[src/rtl/msbp_pkg.sv]
`timescale 1ns / 1ps

package msbp_pkg;

    localparam int MAX_CODE_BITS   = 16;
    localparam int COUNT_W         = 5;
    localparam int CODE_W          = 16;
    localparam int BYTE_W          = 8;
    localparam int FREE_W          = 4;
    localparam int TOTAL_W         = 32;
    localparam int EMIT_W          = 2;
    localparam int S_TDATA_W       = 24;
    localparam int M_TDATA_W       = 56;

    localparam logic [FREE_W-1:0]  FREE_EMPTY = 4'd8;
    localparam logic [TOTAL_W-1:0] LIMIT_RESET = 32'hFFFF_FFFF;

    typedef struct packed {
        logic [BYTE_W-1:0]  pending;
        logic [FREE_W-1:0]  free_pos;
        logic [TOTAL_W-1:0] written;
        logic               overflow;
    } pack_state_t;

    typedef struct packed {
        logic [EMIT_W-1:0]  bytes_emitted;
        logic [BYTE_W-1:0]  first_byte;
        logic [BYTE_W-1:0]  second_byte;
        logic               limit_hit;
        logic [TOTAL_W-1:0] bytes_total;
    } pack_result_t;

endpackage

[src/rtl/msbp_core.sv]
`timescale 1ns / 1ps

module msbp_core (
    input  msbp_pkg::pack_state_t            state_i,
    input  logic [msbp_pkg::TOTAL_W-1:0]     size_limit_i,
    input  logic [msbp_pkg::COUNT_W-1:0]     bit_count_i,
    input  logic [msbp_pkg::CODE_W-1:0]      code_value_i,
    output msbp_pkg::pack_state_t            state_o,
    output msbp_pkg::pack_result_t           result_o
);
    import msbp_pkg::*;

    logic [COUNT_W-1:0]   n_clip;
    logic [CODE_W:0]      mask_w;
    logic [CODE_W-1:0]    x_val;
    logic [FREE_W-1:0]    fp_cur;
    logic [FREE_W-1:0]    fp_new;
    logic [COUNT_W-1:0]   rem;
    logic [CODE_W-1:0]    x_hi;
    logic [CODE_W-1:0]    x_lo;
    logic [CODE_W+BYTE_W-1:0] x_shl;
    logic [BYTE_W-1:0]    byte1;
    logic [BYTE_W-1:0]    byte2;
    logic [BYTE_W-1:0]    pending_new;
    logic                 try1;
    logic                 try2;
    logic                 ok1;
    logic                 ok2;
    logic [TOTAL_W-1:0]   written_1;

    always_comb begin
        n_clip = (bit_count_i > COUNT_W'(MAX_CODE_BITS)) ? COUNT_W'(MAX_CODE_BITS)
                                                         : bit_count_i;
        mask_w = ((CODE_W+1)'(1) << n_clip) - (CODE_W+1)'(1);
        x_val  = code_value_i & mask_w[CODE_W-1:0];
        fp_cur = (state_i.free_pos == '0 || state_i.free_pos > FREE_EMPTY)
                 ? FREE_EMPTY : state_i.free_pos;

        rem    = n_clip - {1'b0, fp_cur};
        x_hi   = x_val >> rem;
        x_lo   = x_val >> (rem - COUNT_W'(BYTE_W));
        byte1  = state_i.pending | x_hi[BYTE_W-1:0];
        byte2  = x_lo[BYTE_W-1:0];
        try1   = 1'b0;
        try2   = 1'b0;

        if (n_clip < {1'b0, fp_cur}) begin
            fp_new = fp_cur - n_clip[FREE_W-1:0];
        end else if (rem < COUNT_W'(BYTE_W)) begin
            try1   = 1'b1;
            fp_new = FREE_W'(COUNT_W'(BYTE_W) - rem);
        end else begin
            try1   = 1'b1;
            try2   = 1'b1;
            fp_new = FREE_W'(COUNT_W'(2 * BYTE_W) - rem);
        end

        // Code bits that did not complete a byte are left-aligned into the pending byte.
        x_shl = {{BYTE_W{1'b0}}, x_val} << fp_new;
        if (try1) begin
            pending_new = x_shl[BYTE_W-1:0];
        end else begin
            pending_new = state_i.pending | x_shl[BYTE_W-1:0];
        end

        // The second byte sees the count as already bumped by the first.
        ok1       = try1 && (state_i.written < size_limit_i);
        written_1 = state_i.written + TOTAL_W'(ok1);
        ok2       = try2 && (written_1 < size_limit_i);

        state_o.pending  = pending_new;
        state_o.free_pos = fp_new;
        state_o.written  = written_1 + TOTAL_W'(ok2);
        state_o.overflow = state_i.overflow | (try1 & ~ok1) | (try2 & ~ok2);

        result_o.bytes_emitted = EMIT_W'(ok1) + EMIT_W'(ok2);
        result_o.first_byte    = ok1 ? byte1 : '0;
        result_o.second_byte   = ok2 ? byte2 : '0;
        result_o.limit_hit     = state_o.overflow;
        result_o.bytes_total   = state_o.written;
    end

endmodule

[src/rtl/msb_bit_field_packer.sv]
`timescale 1ns / 1ps

// MSB-first variable-length bit packer.
// Input channel s_*: each item carries a bit count (0..16, larger counts are
// clipped to 16) and a right-aligned code value; its low bits are appended to
// the byte stream, most significant bit first.
// Result channel m_*: exactly one item per input item, giving how many bytes
// (0..2) the input completed, those bytes in order, the sticky limit flag and
// the running byte total. Bytes completed after the total reaches size_limit
// are dropped and set the flag, but still advance the bit position.
// Config channel cfg_*: writes size_limit; it is always ready and should only
// be written while the block is idle.
// The result is registered, valid in the cycle after acceptance; one item is
// accepted every cycle unless the output stalls; the state sits in one register.
// An output register separates the sides: when the receiver stalls, the held
// result waits and s_tready drops until it is taken.
// Reset clears the pending byte, total and flag, and sets size_limit to all ones.
module msb_bit_field_packer (
    input  logic        aclk,
    input  logic        aresetn,
    input  logic        cfg_valid,
    output logic        cfg_ready,
    input  logic [31:0] cfg_data,
    input  logic        s_tvalid,
    output logic        s_tready,
    // [4:0] bit_count, [20:5] code_value, [23:21] zero
    input  logic [msbp_pkg::S_TDATA_W-1:0] s_tdata,
    output logic        m_tvalid,
    input  logic        m_tready,
    // [1:0] bytes_emitted, [9:2] first_byte, [17:10] second_byte,
    // [18] limit_hit, [50:19] bytes_total, [55:51] zero
    output logic [msbp_pkg::M_TDATA_W-1:0] m_tdata
);
    import msbp_pkg::*;

    localparam int RES_W = $bits(pack_result_t);

    pack_state_t         state_reg;
    pack_state_t         state_next;
    pack_result_t        result_next;
    logic [TOTAL_W-1:0]  limit_reg;
    logic                m_tvalid_reg;
    logic [M_TDATA_W-1:0] m_tdata_reg;
    logic                s_accept;
    logic [RES_W-1:0]    res_bits;

    assign cfg_ready = 1'b1;
    assign s_tready  = ~m_tvalid_reg | m_tready;
    assign s_accept  = s_tvalid & s_tready;
    assign m_tvalid  = m_tvalid_reg;
    assign m_tdata   = m_tdata_reg;

    msbp_core u_core (
        .state_i      (state_reg),
        .size_limit_i (limit_reg),
        .bit_count_i  (s_tdata[COUNT_W-1:0]),
        .code_value_i (s_tdata[COUNT_W+CODE_W-1:COUNT_W]),
        .state_o      (state_next),
        .result_o     (result_next)
    );

    // Reorder the struct so the first field lands in the low bits.
    assign res_bits = {result_next.bytes_total, result_next.limit_hit,
                       result_next.second_byte, result_next.first_byte,
                       result_next.bytes_emitted};

    always_ff @(posedge aclk) begin
        if (!aresetn) begin
            state_reg.pending  <= '0;
            state_reg.free_pos <= FREE_EMPTY;
            state_reg.written  <= '0;
            state_reg.overflow <= 1'b0;
            limit_reg          <= LIMIT_RESET;
            m_tvalid_reg       <= 1'b0;
        end else begin
            if (cfg_valid) begin
                limit_reg <= cfg_data;
            end
            if (s_accept) begin
                state_reg    <= state_next;
                m_tvalid_reg <= 1'b1;
            end else if (m_tready) begin
                m_tvalid_reg <= 1'b0;
            end
        end
    end

    always_ff @(posedge aclk) begin
        if (s_accept) begin
            m_tdata_reg <= {{(M_TDATA_W-RES_W){1'b0}}, res_bits};
        end
    end

endmodule

[config.mk]
export PLATFORM = sky130hd
export DESIGN_NAME = msb_bit_field_packer
export DESIGN_NICKNAME = d
export VERILOG_FILES = /design/src/rtl/msbp_pkg.sv /design/src/rtl/msbp_core.sv /design/src/rtl/msb_bit_field_packer.sv
export SDC_FILE = /design/constraint.sdc
export NUM_CORES = 1
export LEC_CHECK = 0
export BUFFER_PORTS_ARGS = -buffer_cell sky130_fd_sc_hd__buf_2
export CORE_MARGIN = 8
export CORE_UTILIZATION = 45
export DETAILED_ROUTE_END_ITERATION = 16
export SKIP_CTS_REPAIR_TIMING = 1
export SLEW_MARGIN = 20
export SYNTH_ARGS = -nofsm -noshare
export SYNTH_HDL_FRONTEND = slang
export SYNTH_HIERARCHICAL = 1
export SYNTH_SLANG_ARGS = --single-unit
[constraint.sdc]
create_clock -name aclk -period 9.3 [get_ports aclk]
set_input_delay 0.93 -clock aclk [delete_from_list [all_inputs] [get_ports aclk]]
set_output_delay 0.93 -clock aclk [all_outputs]
set_load 0.02 [all_outputs]
After elaboration in Yosys (flattened, before gate mapping)

Cells that the tools add are included.

Order comparisons: 6
Bitwise operators: 12
Multiplexer cells: 10
Reduce and logical (&&, ||, !) cells: 5
Add/sub/neg operators: 9
Shift operators: 4

Operator list:

| cell                                                                          | number |
|---|---|
| 32-bit by 1-bit adder with 32-bit output                                      | 2 |
| 32-bit less-than comparator                                                   | 2 |
| 16-bit by 5-bit >> shifter with 8-bit output                                  | 2 |
| 16-bit AND                                                                    | 1 |
| 8-bit OR                                                                      | 2 |
| 1-bit by 5-bit left shift with 16-bit output (first input constant)           | 1 |
| 16-bit by 4-bit left shift with 8-bit output                                  | 1 |
| 16-bit by 2-bit subtractor with 16-bit output (second input constant)         | 1 |
| 4-bit two-way mux                                                             | 3 |
| 8-bit two-way mux                                                             | 1 |
| 5-bit > comparator (second input constant)                                    | 1 |
| 5-bit by 4-bit less-than comparator with 1-bit output                         | 1 |
| 5-bit by 4-bit less-than comparator with 1-bit output (second input constant) | 1 |
| 1-bit two-way mux                                                             | 5 |
| 5-bit two-way mux                                                             | 1 |
| 5-bit by 4-bit subtractor with 5-bit output                                   | 1 |
| 5-bit by 4-bit subtractor with 5-bit output (second input constant)           | 1 |
| 4-bit > comparator (second input constant)                                    | 1 |
| 4-bit logical NOT                                                             | 1 |
| 1-bit by 4-bit subtractor with 4-bit output (first input constant)            | 1 |
| 4-bit subtractor                                                              | 1 |
| 4-bit subtractor (first input constant)                                       | 1 |
| 1-bit AND                                                                     | 3 |
| 1-bit inverter                                                                | 3 |
| 5 further kinds                                                               | 8 |

Register bits: 129
Input bits: 61
Output and inout port bits: 59
Logic and storage cells: 55

Depth between registers and ports, before layout

Word-level depth: 12
Depth in mapped cells: 42

By module

Netlist, hierarchy kept.

Modules (own cells, without submodules):

| module               | area an instance (um^2) | sequential area each (um^2) | times used | cells each |
|---|---|---|---|---|
| msbp_core            | 5112.4                  | 0.0                         | 1          | 748 |
| msb_bit_field_packer | 4588.2                  | 3093.0                      | 1          | 363 |

Least setup slack after synthesis

Ideal clock, no wire load.

Path kind: in2reg
Start: in s_tdata[4] in the netlist's numbering
End: reg state_reg[31] in the netlist's numbering
Buffers on the path: 7
Library setup time: 0.127 ns
Setup slack: 1.178 ns
Cell stages on the path: 38
Required time: 9.173 ns
Arrival time: 7.995 ns
Cells stage by stage: clkbuf_1 clkbuf_1 nor2b_1 ha_1 clkbuf_1 o21ai_0 nand2b_1 a211oi_1 or2_2 clkbuf_1 inv_1 ha_1 ha_1 nand2_1 or4_1 buf_2 nor3_2 xor2_1 [... 2 more ...] o21ai_0 a221oi_1 o211ai_1 nor3_1 ha_1 ha_1 nand2_1 a211oi_1 o32ai_1 nor2_1 and4_1 and4_1 buf_4 nand4_4 xnor2_2 buf_4 nand2_1 mux2i_1

RTL lines:

| item                   | line                       | source |
|---|---|---|
| start: declaration     | msb_bit_field_packer.sv:27 | `input logic [msbp_pkg::S_TDATA_W-1:0] s_tdata,` |
| end signal: assignment | msb_bit_field_packer.sv:80 | `state_reg <= state_next;` |
| end: declaration       | msb_bit_field_packer.sv:38 | `pack_state_t state_reg;` |

==> flow_summary_export.csv <==
group,metric,value,unit
synth,avgSynthCellArea,8.73,um2
sta,skew,9.44,ps
worst_setup_path,max_stage_delay,580,ps
worst_setup_path,ff2ff_path_depth,33,
floorplan,die_area,0.0265,mm2
synth,synth-main-ff-cell,"dfxtp_1",
placed_design,post_dp_cell_area,0.0101,mm2
sta,period_needed,8410,ps
placed_design,dp_hpwl,17900,um
grt,grt_first_pass_wirelength,38900,um
synth,yosys.cell_types.count,79,
floorplan,die_h,163,um
worst_setup_path,cpMaxStageDelayCell,"or4_1",
synth,synthesis.instances,1111,
placed_design,routabilityCongestion,0.854,
worst_setup_path,crit_top_cell,"ha_1",
sta,final.setup.worst_slack,894,ps
worst_setup_path,critPathLaunch,"state_reg[14]$_SDFFE_PN0P_",
sta,relSlewSlack,0.292,
synth,synth_area,0.00970,mm2
cells_and_area,nFillCells,2056,
flow_run,drv_cap,0,
worst_setup_path,ff2ff_setup_slack,890,ps
detailed_routing,drc,0,
detailed_routing,vias_per_cell,5.40,
power_and_ir_drop,vdd_drop_max,105,uV
floorplan,floorplan.rows,53,
worst_setup_path,worstPathRequired,9640,ps
cells_and_area,largest_reg_flops,51,
floorplan,fp.dieW,163,um
synth,synth_edf_count,51,
worst_setup_path,cp_data_arrival_time,8750,ps
cells_and_area,nets,1300,
detailed_routing,ant_nets,0,
sta,setup_viol_count_final,0,
cells_and_area,final_cell_mix,"nand2_1, buf_2, mux2i_1, dfxtp_1, ha_1",
sta,tightest_slew,1060,ps
detailed_routing,dr.pass1.iters,6,
detailed_routing,wire_per_inst,16.7,um
sta,final-max-slew-violation-count,0,
synth,ys_seq_area_frac,0.319,
cells_and_area,final_common_cell,"nand2_1",
power_and_ir_drop,p_leak,5.04,nW
cells_and_area,area_growth,10.4,%
worst_setup_path,r2r_end,"state_reg[31]$_SDFFE_PN0P_",
worst_setup_path,cp-end-kind,"flip-flop",
sta,grt_setup_unrepaired,"no",
grt,overflow,0,
placed_design,dp_slack,434,ps
cells_and_area,drive_gt1_frac,0.159,
power_and_ir_drop,power_density,162,mW/mm2
sta,max_freq,119,MHz
grt,grt_pass1_vias,7636,
worst_setup_path,cp-start-kind,"flip-flop",
grt,antenna_found_initial,0,
worst_setup_path,rr_startpoint,"state_reg[14]$_SDFFE_PN0P_",
grt,grtUsageTotal,0.182,
sta,tns,0,ps
floorplan,ioPinCount,120,
cells_and_area,diodes,0,
clocking,cts-htree-levels,4,
worst_setup_path,crit_fanout,5,
synth,synth_seq_cells,129,
clocking,clockBufferDepth,2,
sta,fin_crit_sh,0.904,
clocking,clk_pin_slew,60,ps
worst_hold_path,hp-class,"flip-flop to flip-flop",
clocking,cts_buffers,17,
floorplan,initial_core_util,0.460,
synth,ys.warnings.count,6,
status,run_status,"finished clean",
sta,finalHoldViolations,0,
worst_setup_path,critical_path_class,"flip-flop to flip-flop",
placed_design,io_buffer_count,110,
clocking,cts_tree,"built",
cells_and_area,fin_area,0.0107,mm2
synth,async_flop_share,0,
clocking,insertion_delay,430,ps
detailed_routing,drt_iter0_markers,374,
clocking,clock_sinks,129,
clocking,cts_root_buffer,"clkbuf_16",
detailed_routing,drt-total-wl,24200,um
worst_setup_path,critPathCapture,"state_reg[31]$_SDFFE_PN0P_",
grt,grt_max_degree,91,
floorplan,core_area,0.0211,mm2
detailed_routing,vias,7809,
critical path, delay by kind of cell, from the launching register on:
kind	cells	cell delay, ps
AO/OA/AOI/OAI	11	2660
XOR/XNOR	2	510
multiplexers	1	150
adder cells (fa/ha/maj)	6	1350
buffers and inverters	1	100
flip-flops	1	420
AND/OR/NAND/NOR	12	3140
cell families (layout without fill, tap and decap cells):
| family | count (synthesis) | after routing | synth area share |
|---|---|---|---|
| multiplexers | 94 | 94 | 0.0985 |
| flip-flops | 129 | 129 | 0.319 |
| buffers and inverters | 163 | 220 | 0.0902 |
| other | 2 | 6 | 0.000774 |
| AND/OR/NAND/NOR | 389 | 389 | 0.196 |
| AO/OA/AOI/OAI | 186 | 186 | 0.129 |
| adder cells (fa/ha/maj) | 80 | 80 | 0.105 |
| XOR/XNOR | 68 | 68 | 0.0622 |
through the flow:
step,hold slack (ps),power [W],util,instances
detailed placement,446,0.00104,0.479,1415
global route,504,0.00181,0.508,1447
floorplan,431,0.000944,-,1115
global placement,444,0.00104,0.479,1415
CTS,460,0.00174,0.508,1447
finish,460,0.00173,0.508,1447
cell usage after synthesis (8+ instances only):
| library cell | count | area share |
|---|---|---|
| a211oi_1 | 13 | 0.010 |
| a21o_1 | 20 | 0.015 |
| a21oi_1 | 30 | 0.015 |
| a31oi_1 | 8 | 0.0052 |
| and2_1 | 10 | 0.0064 |
| buf_2 | 15 | 0.0077 |
| buf_4 | 43 | 0.033 |
| clkbuf_1 | 33 | 0.013 |
| dfxtp_1 | 78 | 0.16 |
| edfxtp_1 | 51 | 0.16 |
| ha_1 | 78 | 0.10 |
| inv_1 | 61 | 0.024 |
| mux2i_1 | 91 | 0.094 |
| nand2_1 | 180 | 0.070 |
| nand2b_1 | 14 | 0.0090 |
| nand3_1 | 30 | 0.015 |
| nand4_1 | 15 | 0.0097 |
| nor2_1 | 52 | 0.020 |
| nor3_1 | 25 | 0.013 |
| nor4_1 | 8 | 0.0052 |
| o211ai_1 | 13 | 0.010 |
| o21ai_0 | 47 | 0.024 |
| xnor2_1 | 39 | 0.035 |
| xor2_1 | 28 | 0.025 |
area by class of cell:
| class | instances | area (um2) | area share |
|---|---|---|---|
| clock buffer | 17 | 425 | 0.0397 |
| clock inverter | 15 | 185 | 0.0173 |
| inverter | 62 | 233 | 0.0217 |
| multi-input combinational | 823 | 5750 | 0.537 |
| sequential | 129 | 3090 | 0.289 |
| tap | 275 | 344 | 0.0321 |
| timing repair buffer | 126 | 673 | 0.0629 |
worst min path at each step:
stage                                            to  cells after the start                      start
after floorplan           state_reg[0]$_SDFFE_PN0P_                      2  state_reg[0]$_SDFFE_PN0P_
after global placement    state_reg[0]$_SDFFE_PN0P_                      2  state_reg[0]$_SDFFE_PN0P_
after detailed placement  state_reg[0]$_SDFFE_PN0P_                      2  state_reg[0]$_SDFFE_PN0P_
after CTS                 state_reg[0]$_SDFFE_PN0P_                      2  state_reg[0]$_SDFFE_PN0P_
after global routing      limit_reg[5]$_SDFFE_PN1P_                      2  limit_reg[5]$_SDFFE_PN1P_
final                     state_reg[0]$_SDFFE_PN0P_                      2  state_reg[0]$_SDFFE_PN0P_
power breakdown:
part           total [W]  internal [W]  leakage (nW)  switching (W)
Combinational   0.000374      0.000139          3.61       0.000235
Clock           0.000702      0.000425         0.288       0.000277
Sequential      0.000654      0.000633          1.15      0.0000205
metal layers:
layer / wire [um] / vias up / global-route usage
li1: - / 3985 / -
met1: 11600 / 3637 / 0.236
met2: 11200 / 144 / 0.294
met3: 866 / 43 / 0.0326
met4: 556 / 0 / 0.0721
met5: 0 / - / 0
Power figures use the tool's default switching activity.
